===== src/rtl/core/assert_macros.svh =====
// Assertion macros shared by the shader RTL.
`ifndef ASSERT_MACROS_SVH
`define ASSERT_MACROS_SVH

// Same-cycle property, checked out of reset.
`define GCS_ASSERT(lbl, prop, msg) \
	lbl: assert property (@(posedge clk) disable iff (!arst_n) (prop)) else $error(msg);

// Condition in one cycle implies a consequence in the next.
`define GCS_ASSERT_NEXT(lbl, ante, cons, msg) \
	lbl: assert property (@(posedge clk) disable iff (!arst_n) (ante) |=> (cons)) else $error(msg);

`endif


===== src/rtl/core/gcs_pkg.sv =====
// Types, constants and the product micro-program for the gradient shader.
`default_nettype none
package gcs_pkg;

	localparam int MAX_STOPS_DEF = 8;
	localparam int COORD_W = 24;
	localparam int DIFF_W  = COORD_W + 1;
	localparam int ACC_W   = 106;
	localparam int MAG_W   = 52;
	localparam int ROOT_W  = 53;
	localparam int REM_W   = 56;
	localparam int DIV_W   = 57;
	localparam int FRAC_W  = 17;
	localparam int WT_W    = 19;
	localparam int COL_W   = 32;
	localparam int ENT_W   = FRAC_W + COL_W;
	localparam int IN_W    = 104;
	localparam int CFG_IDX_W = 3;
	localparam int CFG_DAT_W = 24;

	localparam logic [FRAC_W-1:0] ONE_Q16 = 17'h10000;

	localparam logic OP_WRITE = 1'b0;
	localparam logic OP_SHADE = 1'b1;

	localparam logic [1:0] MODE_LINEAR = 2'd1;
	localparam logic [1:0] MODE_RADIAL = 2'd2;

	localparam logic [CFG_IDX_W-1:0] REG_MODE   = 3'd0;
	localparam logic [CFG_IDX_W-1:0] REG_P0X    = 3'd1;
	localparam logic [CFG_IDX_W-1:0] REG_P0Y    = 3'd2;
	localparam logic [CFG_IDX_W-1:0] REG_P1X    = 3'd3;
	localparam logic [CFG_IDX_W-1:0] REG_P1Y    = 3'd4;
	localparam logic [CFG_IDX_W-1:0] REG_RADIUS = 3'd5;
	localparam logic [CFG_IDX_W-1:0] REG_COUNT  = 3'd6;

	localparam logic [1:0] DST_R0 = 2'd0;
	localparam logic [1:0] DST_R1 = 2'd1;
	localparam logic [1:0] DST_R2 = 2'd2;
	localparam logic [1:0] DST_R3 = 2'd3;

	typedef enum logic [2:0] {
		OPD_E0, OPD_E1, OPD_E2, OPD_E3, OPD_E4, OPD_R0, OPD_R1, OPD_R2
	} opnd_t;

	typedef struct packed {
		opnd_t      x;
		opnd_t      y;
		logic [1:0] dst;
		logic       acc;
		logic       sub;
		logic       last;
	} mop_t;

	function automatic mop_t mk_mop(opnd_t x, opnd_t y, logic [1:0] dst, logic acc,
		logic sub, logic last);
		mop_t m;
		m.x = x;
		m.y = y;
		m.dst = dst;
		m.acc = acc;
		m.sub = sub;
		m.last = last;
		return m;
	endfunction

	// Linear: r0 = num, r1 = den. Radial: r0 = a, r1 = h, r2 = c, r3 = h*h - a*c.
	function automatic mop_t mop_get(logic radial, logic [3:0] k);
		mop_t m;
		m = mk_mop(OPD_E0, OPD_E0, DST_R0, 1'b0, 1'b0, 1'b1);
		if (!radial) begin
			case (k)
				4'd0: m = mk_mop(OPD_E0, OPD_E2, DST_R0, 1'b0, 1'b0, 1'b0);
				4'd1: m = mk_mop(OPD_E1, OPD_E3, DST_R0, 1'b1, 1'b0, 1'b0);
				4'd2: m = mk_mop(OPD_E2, OPD_E2, DST_R1, 1'b0, 1'b0, 1'b0);
				4'd3: m = mk_mop(OPD_E3, OPD_E3, DST_R1, 1'b1, 1'b0, 1'b1);
				default: m = mk_mop(OPD_E0, OPD_E0, DST_R0, 1'b0, 1'b0, 1'b1);
			endcase
		end else begin
			case (k)
				4'd0: m = mk_mop(OPD_E0, OPD_E0, DST_R0, 1'b0, 1'b0, 1'b0);
				4'd1: m = mk_mop(OPD_E1, OPD_E1, DST_R0, 1'b1, 1'b0, 1'b0);
				4'd2: m = mk_mop(OPD_E0, OPD_E2, DST_R1, 1'b0, 1'b0, 1'b0);
				4'd3: m = mk_mop(OPD_E1, OPD_E3, DST_R1, 1'b1, 1'b0, 1'b0);
				4'd4: m = mk_mop(OPD_E2, OPD_E2, DST_R2, 1'b0, 1'b0, 1'b0);
				4'd5: m = mk_mop(OPD_E3, OPD_E3, DST_R2, 1'b1, 1'b0, 1'b0);
				4'd6: m = mk_mop(OPD_E4, OPD_E4, DST_R2, 1'b1, 1'b1, 1'b0);
				4'd7: m = mk_mop(OPD_R1, OPD_R1, DST_R3, 1'b0, 1'b0, 1'b0);
				4'd8: m = mk_mop(OPD_R0, OPD_R2, DST_R3, 1'b1, 1'b1, 1'b1);
				default: m = mk_mop(OPD_E0, OPD_E0, DST_R0, 1'b0, 1'b0, 1'b1);
			endcase
		end
		return m;
	endfunction

endpackage
`default_nettype wire


===== src/rtl/core/gcs_ram.sv =====
// Generic single-write, single-read RAM with registered read data.
`default_nettype none
module gcs_ram #(
	parameter int WIDTH = 8,
	parameter int DEPTH = 8
) (
	input  wire logic                     clk,
	input  wire logic                     we,
	input  wire logic [$clog2(DEPTH)-1:0] waddr,
	input  wire logic [WIDTH-1:0]         wdata,
	input  wire logic [$clog2(DEPTH)-1:0] raddr,
	output logic      [WIDTH-1:0]         rdata
);

	logic [WIDTH-1:0] mem_q [DEPTH];

	always_ff @(posedge clk) begin
		if (we) begin
			mem_q[waddr] <= wdata;
		end
		rdata <= mem_q[raddr];
	end

endmodule
`default_nettype wire


===== src/rtl/core/gradient_color_shader.sv =====
// Shader top level: stop table, product sequencer, square root, divider, search and blend.
// A stop write is stored as it is accepted. In a linear or radial shade, the shared
// shift-add multiplier does most of the work, one multiplier bit per step, followed by
// 53 square-root steps (radial only), up to 16 divide steps per quotient, one step per
// stop searched and one blend step per channel. One item is in flight at a time.
// arst_n clears the sequencer, output valid and the configuration; datapath registers
// and the stop table are not cleared.
`default_nettype none
`include "assert_macros.svh"
module gradient_color_shader
	import gcs_pkg::*;
#(
	parameter int MAX_STOPS = MAX_STOPS_DEF
) (
	input  wire logic                  clk,
	input  wire logic                  arst_n,
	input  wire logic                  cfg_valid,
	output logic                       cfg_ready,
	input  wire logic [CFG_IDX_W-1:0]  cfg_index,
	input  wire logic [CFG_DAT_W-1:0]  cfg_data,
	input  wire logic                  s_tvalid,
	output logic                       s_tready,
	// point_x, point_y, stop_index, stop_position, stop_red, stop_green,
	// stop_blue, stop_alpha, zero pad
	input  wire logic [IN_W-1:0]       s_tdata,
	input  wire logic                  s_tuser,   // opcode
	output logic                       m_tvalid,
	input  wire logic                  m_tready,
	output logic [COL_W-1:0]           m_tdata,   // out_red, out_green, out_blue, out_alpha
	output logic                       m_tuser    // degenerate
);

	localparam int AW = $clog2(MAX_STOPS);
	localparam int CW = $clog2(MAX_STOPS + 1);

	typedef enum logic [12:0] {
		S_IDLE  = 13'b0000000000001,
		S_MSET  = 13'b0000000000010,
		S_MUL   = 13'b0000000000100,
		S_FRAC  = 13'b0000000001000,
		S_SQRT  = 13'b0000000010000,
		S_RDEN  = 13'b0000000100000,
		S_RCMP  = 13'b0000001000000,
		S_DIV   = 13'b0000010000000,
		S_LKA   = 13'b0000100000000,
		S_LKB   = 13'b0001000000000,
		S_LKC   = 13'b0010000000000,
		S_SCAN  = 13'b0100000000000,
		S_BLEND = 13'b1000000000000
	} state_t;

	state_t state_q;

	// configuration
	logic [1:0]                mode_q;
	logic signed [COORD_W-1:0] p0x_q, p0y_q, p1x_q, p1y_q;
	logic [COORD_W-2:0]        radius_q;
	logic [CW-1:0]             count_q;

	// input fields
	logic signed [COORD_W-1:0] in_px, in_py;
	logic [2:0]                in_idx;
	logic [FRAC_W-1:0]         in_pos, pos_sat;
	logic [COL_W-1:0]          in_col;

	assign in_px  = $signed(s_tdata[23:0]);
	assign in_py  = $signed(s_tdata[47:24]);
	assign in_idx = s_tdata[50:48];
	assign in_pos = s_tdata[67:51];
	assign in_col = {s_tdata[99:92], s_tdata[91:84], s_tdata[83:76], s_tdata[75:68]};
	assign pos_sat = (in_pos > ONE_Q16) ? ONE_Q16 : in_pos;

	logic in_acc;
	assign s_tready  = (state_q == S_IDLE);
	assign cfg_ready = 1'b1;
	assign in_acc    = s_tvalid && s_tready;

	// stop table
	logic            ram_we;
	logic [AW-1:0]   ram_raddr;
	logic [ENT_W-1:0] ram_rdata;
	logic [FRAC_W-1:0] rd_pos;
	logic [COL_W-1:0]  rd_col;

	assign ram_we = in_acc && (s_tuser == OP_WRITE) && (32'(in_idx) < MAX_STOPS);
	assign rd_pos = ram_rdata[ENT_W-1:COL_W];
	assign rd_col = ram_rdata[COL_W-1:0];

	gcs_ram #(
		.WIDTH(ENT_W),
		.DEPTH(MAX_STOPS)
	) u_stops (
		.clk   (clk),
		.we    (ram_we),
		.waddr (AW'(in_idx)),
		.wdata ({pos_sat, in_col}),
		.raddr (ram_raddr),
		.rdata (ram_rdata)
	);

	// geometry and product registers
	logic signed [DIFF_W-1:0] e0_q, e1_q, e2_q, e3_q, e4_q;
	logic                     radial_q;
	logic signed [ACC_W-1:0]  r0_q, r1_q, r2_q, r3_q;
	logic [3:0]               op_q;
	logic signed [ACC_W-1:0]  mcand_q, prod_q;
	logic [MAG_W-1:0]         mplier_q;
	mop_t                     mop;
	logic signed [ACC_W-1:0]  x_val, y_val, dst_val, y_mag;

	assign mop = mop_get(radial_q, op_q);

	always_comb begin
		case (mop.x)
			OPD_E0:  x_val = ACC_W'(e0_q);
			OPD_E1:  x_val = ACC_W'(e1_q);
			OPD_E2:  x_val = ACC_W'(e2_q);
			OPD_E3:  x_val = ACC_W'(e3_q);
			OPD_E4:  x_val = ACC_W'(e4_q);
			OPD_R0:  x_val = r0_q;
			OPD_R1:  x_val = r1_q;
			OPD_R2:  x_val = r2_q;
			default: x_val = '0;
		endcase
		case (mop.y)
			OPD_E0:  y_val = ACC_W'(e0_q);
			OPD_E1:  y_val = ACC_W'(e1_q);
			OPD_E2:  y_val = ACC_W'(e2_q);
			OPD_E3:  y_val = ACC_W'(e3_q);
			OPD_E4:  y_val = ACC_W'(e4_q);
			OPD_R0:  y_val = r0_q;
			OPD_R1:  y_val = r1_q;
			OPD_R2:  y_val = r2_q;
			default: y_val = '0;
		endcase
		case (mop.dst)
			DST_R0:  dst_val = r0_q;
			DST_R1:  dst_val = r1_q;
			DST_R2:  dst_val = r2_q;
			default: dst_val = r3_q;
		endcase
	end

	assign y_mag = y_val[ACC_W-1] ? -y_val : y_val;

	// square root
	logic [ACC_W-1:0]        rad_q;
	logic [REM_W-1:0]        rem_q, rem_sh, trial;
	logic [ROOT_W-1:0]       root_q;
	logic [5:0]              cnt_q;
	logic signed [DIV_W-1:0] den_q;

	assign rem_sh = {rem_q[REM_W-3:0], rad_q[ACC_W-1:ACC_W-2]};
	assign trial  = REM_W'({root_q, 2'b01});

	// divider
	logic [DIV_W-1:0]  dnum_q, dden_q, dsh;
	logic [FRAC_W-1:0] dq_q, dq_next, dres;
	logic              dge, dsat, ddone, wdiv_q;

	assign dsh     = {dnum_q[DIV_W-2:0], 1'b0};
	assign dge     = (dsh >= dden_q);
	assign dq_next = {dq_q[FRAC_W-2:0], dge};
	assign dsat    = (cnt_q == '0) && (dnum_q >= dden_q);
	assign ddone   = dsat || (cnt_q == 6'd15);
	assign dres    = dsat ? ONE_Q16 : dq_next;

	// stop search and weight
	logic [FRAC_W-1:0]       at_q, first_pos_q, prev_pos_q;
	logic [COL_W-1:0]        first_col_q, prev_col_q;
	logic [CW-1:0]           idx_q;
	logic signed [WT_W-1:0]  w_off, w_span;
	logic                    w_zero, wrap, bracket;

	assign wrap    = (at_q < first_pos_q) || (at_q > rd_pos);
	assign bracket = (at_q >= prev_pos_q) && (at_q <= rd_pos);

	always_comb begin
		if (state_q == S_LKC) begin
			w_off  = $signed({2'b00, at_q}) + ((at_q < first_pos_q) ?
				$signed({2'b00, ONE_Q16}) : '0) - $signed({2'b00, rd_pos});
			w_span = $signed({2'b00, first_pos_q}) + $signed({2'b00, ONE_Q16})
				- $signed({2'b00, rd_pos});
		end else begin
			w_off  = $signed({2'b00, at_q}) - $signed({2'b00, prev_pos_q});
			w_span = $signed({2'b00, rd_pos}) - $signed({2'b00, prev_pos_q});
		end
	end

	assign w_zero = (w_span <= 0) || (w_off <= 0);

	always_comb begin
		case (state_q)
			S_LKB:   ram_raddr = AW'(count_q - CW'(1));
			S_LKC:   ram_raddr = AW'(1);
			S_SCAN:  ram_raddr = AW'(idx_q + CW'(1));
			default: ram_raddr = '0;
		endcase
	end

	// blend
	logic [COL_W-1:0]        c1_q, c2_q, res_q;
	logic [FRAC_W-1:0]       w_q;
	logic [1:0]              ch_q;
	logic [7:0]              ba, bb, bv;
	logic signed [8:0]       bdiff;
	logic signed [26:0]      bprod;
	logic signed [27:0]      bsum;
	logic                    deg_q, out_valid_q;
	logic [COL_W-1:0]        m_tdata_q;
	logic                    m_tuser_q;

	assign ba    = c1_q[{ch_q, 3'b000} +: 8];
	assign bb    = c2_q[{ch_q, 3'b000} +: 8];
	assign bdiff = $signed({1'b0, bb}) - $signed({1'b0, ba});
	assign bprod = bdiff * $signed({1'b0, w_q});
	assign bsum  = $signed({4'b0000, ba, 16'h0000}) + $signed({bprod[26], bprod})
		+ 28'sd32768;
	assign bv    = bsum[23:16];

	assign m_tvalid = out_valid_q;
	assign m_tdata  = m_tdata_q;
	assign m_tuser  = m_tuser_q;

	always_ff @(posedge clk or negedge arst_n) begin
		if (!arst_n) begin
			state_q     <= S_IDLE;
			out_valid_q <= 1'b0;
			mode_q      <= '0;
			p0x_q       <= '0;
			p0y_q       <= '0;
			p1x_q       <= '0;
			p1y_q       <= '0;
			radius_q    <= '0;
			count_q     <= '0;
		end else begin
			if (cfg_valid && cfg_ready) begin
				case (cfg_index)
					REG_MODE:   mode_q   <= cfg_data[1:0];
					REG_P0X:    p0x_q    <= $signed(cfg_data);
					REG_P0Y:    p0y_q    <= $signed(cfg_data);
					REG_P1X:    p1x_q    <= $signed(cfg_data);
					REG_P1Y:    p1y_q    <= $signed(cfg_data);
					REG_RADIUS: radius_q <= cfg_data[COORD_W-2:0];
					REG_COUNT:  count_q  <= (32'(cfg_data[7:0]) > MAX_STOPS) ?
						CW'(MAX_STOPS) : CW'(cfg_data[7:0]);
					default: ;
				endcase
			end

			// load the output register from the last blend channel, else drop it when taken
			if ((state_q == S_BLEND) && (ch_q == 2'd3) && (!out_valid_q || m_tready)) begin
				out_valid_q <= 1'b1;
			end else if (m_tvalid && m_tready) begin
				out_valid_q <= 1'b0;
			end

			case (state_q)
				S_IDLE: begin
					if (in_acc && (s_tuser == OP_SHADE)) begin
						radial_q <= (mode_q == MODE_RADIAL);
						deg_q    <= 1'b0;
						op_q     <= '0;
						if (mode_q == MODE_RADIAL) begin
							e0_q <= DIFF_W'(in_px) - DIFF_W'(p1x_q);
							e1_q <= DIFF_W'(in_py) - DIFF_W'(p1y_q);
						end else begin
							e0_q <= DIFF_W'(in_px) - DIFF_W'(p0x_q);
							e1_q <= DIFF_W'(in_py) - DIFF_W'(p0y_q);
						end
						e2_q <= DIFF_W'(p1x_q) - DIFF_W'(p0x_q);
						e3_q <= DIFF_W'(p1y_q) - DIFF_W'(p0y_q);
						e4_q <= $signed({2'b00, radius_q});
						if (mode_q == MODE_LINEAR || mode_q == MODE_RADIAL) begin
							state_q <= S_MSET;
						end else begin
							c1_q    <= '0;
							c2_q    <= '0;
							w_q     <= '0;
							ch_q    <= '0;
							state_q <= S_BLEND;
						end
					end
				end
				S_MSET: begin
					mcand_q  <= (y_val[ACC_W-1] ^ mop.sub) ? -x_val : x_val;
					mplier_q <= y_mag[MAG_W-1:0];
					prod_q   <= mop.acc ? dst_val : '0;
					state_q  <= S_MUL;
				end
				S_MUL: begin
					if (mplier_q == '0) begin
						case (mop.dst)
							DST_R0:  r0_q <= prod_q;
							DST_R1:  r1_q <= prod_q;
							DST_R2:  r2_q <= prod_q;
							default: r3_q <= prod_q;
						endcase
						if (mop.last) begin
							state_q <= S_FRAC;
						end else begin
							op_q    <= op_q + 4'd1;
							state_q <= S_MSET;
						end
					end else begin
						prod_q   <= prod_q + (mplier_q[0] ? mcand_q : '0);
						mcand_q  <= mcand_q <<< 1;
						mplier_q <= mplier_q >> 1;
					end
				end
				S_FRAC: begin
					wdiv_q <= 1'b0;
					cnt_q  <= '0;
					dq_q   <= '0;
					if (!radial_q) begin
						if (r1_q == '0) begin
							deg_q   <= 1'b1;
							at_q    <= '0;
							state_q <= S_LKA;
						end else if (r0_q <= 0) begin
							at_q    <= '0;
							state_q <= S_LKA;
						end else begin
							dnum_q  <= r0_q[DIV_W-1:0];
							dden_q  <= r1_q[DIV_W-1:0];
							state_q <= S_DIV;
						end
					end else begin
						if (r0_q == '0) begin
							deg_q   <= 1'b1;
							at_q    <= '0;
							state_q <= S_LKA;
						end else if (r3_q[ACC_W-1]) begin
							// ray misses the circle
							deg_q   <= 1'b1;
							at_q    <= ONE_Q16;
							state_q <= S_LKA;
						end else begin
							rad_q   <= r3_q;
							rem_q   <= '0;
							root_q  <= '0;
							state_q <= S_SQRT;
						end
					end
				end
				S_SQRT: begin
					rad_q <= rad_q << 2;
					if (rem_sh >= trial) begin
						rem_q  <= rem_sh - trial;
						root_q <= {root_q[ROOT_W-2:0], 1'b1};
					end else begin
						rem_q  <= rem_sh;
						root_q <= {root_q[ROOT_W-2:0], 1'b0};
					end
					if (cnt_q == 6'(ROOT_W - 1)) begin
						cnt_q   <= '0;
						state_q <= S_RDEN;
					end else begin
						cnt_q <= cnt_q + 6'd1;
					end
				end
				S_RDEN: begin
					den_q   <= $signed({{(DIV_W-ROOT_W){1'b0}}, root_q})
						- $signed(r1_q[DIV_W-1:0]);
					state_q <= S_RCMP;
				end
				S_RCMP: begin
					if (den_q <= $signed(r0_q[DIV_W-1:0])) begin
						// hit behind or inside the point
						at_q    <= ONE_Q16;
						state_q <= S_LKA;
					end else begin
						dnum_q  <= r0_q[DIV_W-1:0];
						dden_q  <= den_q;
						state_q <= S_DIV;
					end
				end
				S_DIV: begin
					dnum_q <= dge ? (dsh - dden_q) : dsh;
					dq_q   <= dq_next;
					cnt_q  <= cnt_q + 6'd1;
					if (ddone) begin
						cnt_q <= '0;
						if (wdiv_q) begin
							w_q     <= dres;
							ch_q    <= '0;
							state_q <= S_BLEND;
						end else begin
							at_q    <= dres;
							state_q <= S_LKA;
						end
					end
				end
				S_LKA: begin
					if (count_q == '0) begin
						c1_q    <= '0;
						c2_q    <= '0;
						w_q     <= '0;
						ch_q    <= '0;
						state_q <= S_BLEND;
					end else begin
						state_q <= S_LKB;
					end
				end
				S_LKB: begin
					first_pos_q <= rd_pos;
					first_col_q <= rd_col;
					prev_pos_q  <= rd_pos;
					prev_col_q  <= rd_col;
					if (count_q == CW'(1)) begin
						c1_q    <= rd_col;
						c2_q    <= rd_col;
						w_q     <= '0;
						ch_q    <= '0;
						state_q <= S_BLEND;
					end else begin
						state_q <= S_LKC;
					end
				end
				S_LKC: begin
					if (wrap) begin
						// blend across the wrap from the last stop to the first
						c1_q   <= rd_col;
						c2_q   <= first_col_q;
						ch_q   <= '0;
						wdiv_q <= 1'b1;
						cnt_q  <= '0;
						dq_q   <= '0;
						dnum_q <= DIV_W'(unsigned'(w_off));
						dden_q <= DIV_W'(unsigned'(w_span));
						if (w_zero) begin
							w_q     <= '0;
							state_q <= S_BLEND;
						end else begin
							state_q <= S_DIV;
						end
					end else begin
						idx_q   <= CW'(1);
						state_q <= S_SCAN;
					end
				end
				S_SCAN: begin
					if (bracket) begin
						c1_q   <= prev_col_q;
						c2_q   <= rd_col;
						ch_q   <= '0;
						wdiv_q <= 1'b1;
						cnt_q  <= '0;
						dq_q   <= '0;
						dnum_q <= DIV_W'(unsigned'(w_off));
						dden_q <= DIV_W'(unsigned'(w_span));
						if (w_zero) begin
							w_q     <= '0;
							state_q <= S_BLEND;
						end else begin
							state_q <= S_DIV;
						end
					end else if (idx_q + CW'(1) == count_q) begin
						// unsorted table with no bracketing pair
						c1_q    <= first_col_q;
						c2_q    <= first_col_q;
						w_q     <= '0;
						ch_q    <= '0;
						state_q <= S_BLEND;
					end else begin
						prev_pos_q <= rd_pos;
						prev_col_q <= rd_col;
						idx_q      <= idx_q + CW'(1);
					end
				end
				S_BLEND: begin
					if (ch_q != 2'd3) begin
						res_q[{ch_q, 3'b000} +: 8] <= bv;
						ch_q <= ch_q + 2'd1;
					end else if (!out_valid_q || m_tready) begin
						// hold on the last channel until the output register frees
						m_tdata_q   <= {bv, res_q[23:0]};
						m_tuser_q   <= deg_q;
						state_q     <= S_IDLE;
					end
				end
				default: state_q <= S_IDLE;
			endcase
		end
	end

	`GCS_ASSERT(a_scan_idx, (state_q != S_SCAN) || (idx_q < count_q), "search index beyond stop count")
	`GCS_ASSERT(a_out_from_blend, !$rose(m_tvalid) || $past(state_q == S_BLEND), "result without blend")
	`GCS_ASSERT_NEXT(a_mul_end, (state_q == S_MUL) && (mplier_q == '0), (state_q == S_MSET) || (state_q == S_FRAC), "product sequencer lost")
	`GCS_ASSERT(a_count_cap, count_q <= CW'(MAX_STOPS), "stop count above table depth")

endmodule
`default_nettype wire

===== config.mk =====
export PLATFORM = sky130hd
export DESIGN_NAME = gradient_color_shader
export DESIGN_NICKNAME = d
export VERILOG_FILES = /design/src/rtl/core/gcs_pkg.sv /design/src/rtl/core/gcs_ram.sv /design/src/rtl/core/gradient_color_shader.sv
export VERILOG_INCLUDE_DIRS = /design/src /design/src/rtl/core
export SDC_FILE = /design/constraint.sdc
export NUM_CORES = 2
export LEC_CHECK = 0
export BUFFER_PORTS_ARGS = -buffer_cell sky130_fd_sc_hd__buf_4
export CAP_MARGIN = 5
export CORE_UTILIZATION = 48
export CTS_CLUSTER_DIAMETER = 80
export DETAILED_ROUTE_END_ITERATION = 6
export SLEW_MARGIN = 5
export SYNTH_ARGS = -nofsm -noshare
export SYNTH_HDL_FRONTEND = slang
export SYNTH_SLANG_ARGS = --single-unit

===== constraint.sdc =====
create_clock -name clk -period 15.29 [get_ports clk]
set_clock_uncertainty 0.2 [all_clocks]
set_input_delay 0.7645 -clock clk [delete_from_list [all_inputs] [get_ports clk]]
set_output_delay 0.7645 -clock clk [all_outputs]
set_load 0.01 [all_outputs]

# Word level (Yosys, flattened, before mapping)
# Memory sizes are Yosys's and may differ from the RTL's. A register that Yosys moved wholly into a read port is not among the register bits.
# Cells that the tools add are included.
[classes]
add_sub_neg = 27
mul = 1
magnitude_cmp = 13
n_eq_ne = 77
shifts = 4
muxes = 154
bitwise_logic = 4
reduce_logical = 73
[op_table]
columns = ["operator", "count"]
rows = [
  ["case mux 106 bit (8 select lines)", 2],
  ["2-to-1 mux 106 bit", 8],
  ["2-to-1 mux 57 bit", 13],
  ["case mux 106 bit (2 select lines)", 3],
  ["2-to-1 mux 17 bit", 23],
  ["2-to-1 mux 32 bit", 11],
  ["case mux 32 bit (5 select lines)", 2],
  ["case mux 106 bit (3 select lines)", 1],
  ["case mux 57 bit (5 select lines)", 1],
  ["case mux 57 bit (4 select lines)", 1],
  ["2-to-1 mux 54 bit", 4],
  ["logical NOT 106 bit", 2],
  ["2-to-1 mux 13 bit", 15],
  ["case mux 13 bit (13 select lines)", 1],
  ["2-to-1 mux 53 bit", 3],
  ["subtractor 24 x 24 -> 25 bit", 6],
  ["greater-or-equal comparator 57 bit", 2],
  ["case mux 54 bit (2 select lines)", 1],
  ["adder 106 bit", 1],
  ["less-or-equal comparator 106 x 1 -> 1 bit, second input constant", 1],
  ["negation 106 bit", 1],
  ["case mux 53 bit (2 select lines)", 1],
  ["2-to-1 mux 52 bit", 2],
  ["case mux 52 bit (2 select lines)", 1],
  ["103 further kinds", 247],
]
[word_totals]
reg_bits = 1630
ramBits = 392
rom_bits = 176
in_bits = 137
wordCells = 401
memories = 2
[memory_table]
columns = ["memory", "words", "width", "read_ports", "rd_clocked_by_memory_dff", "write_ports", "line_no", "rtl"]
rows = [
  ["u_stops.mem_q", 8, 49, 1, 1, 1, "gcs_ram.sv:15", "logic [WIDTH-1:0] mem_q [DEPTH];"],
  ["(name not given)", 16, 11, 1, 1, 0, "gcs_pkg.sv:80", "case (k)"],
]

# Logic depth before layout (Yosys ltp)
[logic_depth]
word_depth = 10
ltp_mapped = 35
mapped_depth_nobuf = 34

# Cells and area by module
# A second synthesis with hierarchy kept.
[unflattened]
hier_cells = 10948
area_unflattened_um2 = 121823.1
[by_module_without_submodules]
columns = ["module", "instances", "cells_each", "area_each_um2", "seq_area_each_um2"]
rows = [
  ["gradient_color_shader", 1, 10320, 106080.5, 48192.5],
  ["gcs_ram", 1, 628, 15742.6, 12752.2],
]

# Worst setup path before layout
# OpenSTA, ideal clock, no wires.
[synth_path]
path_type = "register to register"
from = "register state_q[5]"
to = "register rad_q[0] (enable)"
setup_ns = 0.789
arrival_time_ns = 10.804
slack_ns = 3.497
stages_incl_launch_ff = 9
n_path_buf = 2
cell_sequence = "dfrtp_1 > nor4_1 > nand3_1 > nor2_1 > and4b_1 > clkbuf_1 > clkbuf_1 > nor2_1 > nor2_1"
[synth_between]
elab_chain_cells = 3
[synth_rtl]
columns = ["element", "line_no", "rtl"]
rows = [
  ["from (decl)", "gradient_color_shader.sv:52", "state_t state_q;"],
  ["from (signal assigned)", "gradient_color_shader.sv:227", "state_q <= S_IDLE;"],
  ["from (signal assigned)", "gradient_color_shader.sv:275", "state_q <= S_MSET;"],
  ["from (signal assigned)", "gradient_color_shader.sv:281", "state_q <= S_BLEND;"],
  ["equality test 13 x 4 -> 1 bit / equality test 13 x 5 -> 1 bit (equally long branches)", "gradient_color_shader.sv:258", "case (state_q)"],
  ["!= test 2 bit (no source line) / nonzero test 2 bit (equally long branches)", "n/a", ""],
  ["AND reduction 5 bit (no source line) *", "n/a", ""],
  ["to (signal assigned)", "gradient_color_shader.sv:339", "rad_q <= r3_q;"],
  ["to (signal assigned)", "gradient_color_shader.sv:347", "rad_q <= rad_q << 2;"],
  ["to (decl)", "gradient_color_shader.sv:147", "logic [ACC_W-1:0] rad_q;"],
]
# Every way passes the cells marked *; elsewhere a longest branch is shown, timed or not.
# A chain may end at the register's enable or synchronous reset.

# Final worst setup path
[layout_path]
from = "register ch_q[1]"
to = "register res_q[7], data pin"
[layout_between]
elab_chain_cells = 7
[layout_rtl]
columns = ["element", "line_no", "rtl"]
rows = [
  ["from (decl)", "gradient_color_shader.sv:204", "logic [1:0] ch_q;"],
  ["from (signal assigned)", "gradient_color_shader.sv:474", "ch_q <= ch_q + 2'd1;"],
  ["indexed part select 32 x 6 -> 8 bit (on tied branches)", "gradient_color_shader.sv:214, gradient_color_shader.sv:213", ""],
  ["subtractor 8 x 8 -> 9 bit", "gradient_color_shader.sv:215", "assign bdiff = $signed({1'b0, bb}) - $signed({1'b0, ba});"],
  ["multiplier 9 x 18 -> 24 bit", "gradient_color_shader.sv:216", "assign bprod = bdiff * $signed({1'b0, w_q});"],
  ["adder 24 bit", "gradient_color_shader.sv:217", "assign bsum = $signed({4'b0000, ba, 16'h0000}) + $signed({bprod[26], bprod})"],
  ["adder 24 x 17 -> 24 bit", "gradient_color_shader.sv:218", "+ 28'sd32768;"],
  ["indexed part select 8 x 7 -> 32 bit", "gradient_color_shader.sv:473", "res_q[{ch_q, 3'b000} +: 8] <= bv;"],
  ["bitwise mux 32 bit *", "gradient_color_shader.sv:473", ""],
  ["to (signal, indexed assignment)", "gradient_color_shader.sv:473", ""],
  ["to (decl)", "gradient_color_shader.sv:202", "logic [COL_W-1:0] c1_q, c2_q, res_q;"],
]
# Marked as above.

==> metrics.md <==
| Metric | Value |
|---|---|
| Worst skew pair latency | `940 ps` |
| Register Area | `0.06095 sq mm` |
| Max FO, Critical Path | `19` |
| Relative slew slack | `1.161%` |
| Pwr/cell area | `227.9 mW/mm^2` |
| # Post-CTS Setup Buffers | `0` |
| Logic pwr share | `57.8%` |
| PnR worst setup slack | `6378 ps` |
| Initial antenna violation count | `21` |
| Total Routing Usage GR | `31.41%` |
| Violated checks | `design-rule violations, max-capacitance violations` |
| Yosys warns | `0` |
| H-Tree Level Count | `4` |
| Initial DRC count | `10600` |
| Dpl hpwl | `300.8 mm` |
| Die width | `508.3 microns` |
| Post-route setup TNS | `0 ps` |
| Core Area | `0.2544 sq mm` |
| Final #Nets | `12710` |
| VDD IR max | `1.925 mV` |
| Cell variety after synth | `108` |
| RSZ-0062 raised after global routing | `no` |
| Pleak | `0.05346 uW` |
| Fmax | `112.2 MHz` |
| Asr flop ratio synth | `6.708%` |
| TritonCTS Buffers | `229` |
| Most numerous cell on the critical path | `fa_1` |
| First-pass GRT wire length | `604.8 mm` |
| Required time worst endpoint | `15730 ps` |
| Die area | `0.2584 sq mm` |
| Via density | `6.197` |
| Outcome | `finished with violations` |
| CTS tree | `done` |
| Worst setup EP type | `register` |
| Cell Area, Synth | `0.1230 sq mm` |
| Syn Inst Count | `11670` |
| Die span in y | `508.3 microns` |
| Post-cts resize count | `0` |
| Rows | `185` |
| Slew Viols, Final | `0` |
| Hold slack | `101.3 ps` |
| Hold/Removal Path Class | `input port to register` |
| CP max stage delay | `920 ps` |
| I/O pins | `173` |
| NetSw | `13350 uW` |
| Drt total wl | `412.5 mm` |
| Min Tclk post-route | `8912 ps` |
| Non-filler cells, final | `15340` |
| Clock Path Buffers | `3` |
| CP startpoint kind | `register` |
| WP data arrival | `9350 ps` |
| Pre-CTS setup slack | `6266 ps` |
| Final setup violation count | `0` |
| # clock sinks | `2072` |
| WL/cell | `26.89 microns` |
| Clock power share | `18.2%` |
| CP Class | `register to register` |
| Reg power frac | `24.0%` |
| Root Buffer | `clkbuf_16` |
| Ys flop type | `edfxtp_1` |
| Final count of hold timing violations | `0` |
| Worst Tran Pin Value | `1469 ps` |
| Max-cap violations | `1` |
| P_int | `17790 uW` |
| Share of cells above drive strength 1 | `9.025%` |
| Sequential area share after synthesis | `49.53%` |
| Part of the cycle the worst path needs | `58.29%` |
| Initial Util | `48.37%` |
| Largest net degree at the start of global routing | `131` |
| DRT antenna net count | `0` |
| Syn Nets | `12610` |
| Clk slew on worst S/H paths | `60 ps` |
| Mean Syn Cell Area | `10.54 sq um` |
| Post-synth EDFFs | `1875` |
| DR vias | `95070` |
| Gr ovfl total | `0` |
| Synth-to-Final Area Change | `11.06%` |
| DRC | `30` |
| Dpl cells | `14840` |
| Seq cells post-synth | `2072` |
| DRT Pass-1 Iters | `7` |
| Vias in the first global route | `91600` |
| Filler cells | `22210` |
| Critical Path Slowest Stage Cell | `edfxtp_1` |
| IO buf count | `167` |
| Sw Ratio | `42.87%` |
| Multi-input gate area | `0.05790 sq mm` |
| Routability cong. | `1.008` |
final timing paths:
path / from / to / slack [ps] / depth (start not counted)
min in group asynchronous: arst_n / p0y_q[17] / 160 / 2
hold reg to reg: res_q[7] / m_tdata[7] / 220 / 0
setup / recovery: ch_q[1] / res_q[7] / 6380 / 31
setup reg to reg: ch_q[1] / res_q[7] / 6380 / 31
max in group asynchronous: arst_n / state_q[12] / 13700 / 3
hold / removal: cfg_index[0] / mode_q[0] / 100 / 4
flip-flops by register name (all words and copies together) (netlist names), 32 cells and up, named ones only:
register,flops
u_stops.mem_q,392
c2_q,32
prod_q,106
first_col_q,32
c1_q,32
den_q,57
root_q,53
rem_q,54
mplier_q,52
dnum_q,57
dden_q,57
rad_q,106
r1_q,106
m_tdata,32
prev_col_q,32
r2_q,106
u_stops.rdata,49
r0_q,106
r3_q,106
mcand_q,106
final cells by class:
| class | count | share of cell area (%) |
|---|---|---|
| timing repair buffer | 416 | 2.454 |
| antenna | 9 | 0.01648 |
| sequential | 2072 | 44.61 |
| clock inverter | 134 | 1.132 |
| clock buffer | 296 | 4.545 |
| multi-input combinational | 8398 | 42.38 |
| tap | 3366 | 3.082 |
| inverter | 651 | 1.788 |
power by group through the flow:
stage / Sequential (uW) / Clock (uW) / Combinational, uW
after floorplan: 7660 / 0 / 14400
after global placement: 7580 / 0 / 18100
after detailed placement: 7590 / 0 / 18100
after CTS: 7470 / 5750 / 18300
after global routing: 7460 / 5950 / 20700
final: 7480 / 5660 / 18000
through the flow:
stage	utilization [%]	area (sq um)	power, uW
5_1_grt	53.71	136600	34160
3_5_place_dp	50.42	128300	25700
4_1_cts	53.70	136600	31520
2_1_floorplan	-	123000	22100
3_3_place_gp	50.42	128300	25720
6_report	53.71	136600	31140
worst max-delay path, delay by kind of cell, from the launching register on:
family	cells	cell delay (ps)
AOI/OAI and AO/OA	11	2320
xor gates and xnor gates	1	270
adders and majority gates	7	3160
buffers and inverters	4	330
DFF	1	920
muxes	1	420
and+or+nand+nor	7	980
routing by layer:
layer	vias to the layer above	track usage (%)	share of wire, %
li1	42910	-	-
met1	47020	44.25	43
met2	4320	47.12	43
met3	802	6.512	9.6
met4	18	12.85	4.5
met5	-	0	0.025
kinds of logic (layout without fill, tap and decap cells):
kind of cell / after synthesis / after routing / share of synthesized area [%]
AND/OR/NAND/NOR: 3732 / 3732 / 13.92
XOR/XNOR: 542 / 542 / 3.858
other: 1 / 10 / 0.003048
AO/OA/AOI/OAI: 2832 / 2832 / 14.58
flip-flops: 2072 / 2072 / 49.53
multiplexers: 488 / 488 / 5.342
adder cells (fa/ha/maj): 803 / 803 / 8.971
buffers and inverters: 1202 / 1497 / 3.785
placed cells by master, fill, tap and decap left out, types with 206 or more instances in the layout:
cell	count
nand2_1	1675
nand3_1	241
xor2_1	206
nor2_1	726
o21ai_0	859
edfxtp_1	1875
xnor2_1	331
a21oi_1	676
a21o_1	282
and2_1	250
inv_1	649
buf_4	349
mux2i_1	273
ha_1	670
clkbuf_16	235
Yosys cell counts (all sizes together), types with 97 or more instances:
cell    instances  area, sq um
mux4          126         2838
fa            132         2643
o211ai        105        788.3
nor4          107        714.4
nor2          748         2810
nand3         243         1216
o21ai         874         4397
nor2b         101        631.9
a21oi         678         3397
ha            671         8396
xor2          210         1839
nand2b        103        644.4
edfxtp       1875        56300
nor3          125        636.9
mux2i         273         2733
buf            97        509.2
dfrtp         138         3453
xnor2         332         2908
nand2        1677         6295
a21o          283         2125
and2          255         1598
clkbuf        454         1704
nand4         117        738.2
inv           650         2440
what timing repair did:
action / CTS / global route
hold buffers: 59 / 0
endpoints found under the hold margin: 432 / 0
setup endpoints to repair: 0 / 0
Power figures use the tool's default switching activity.
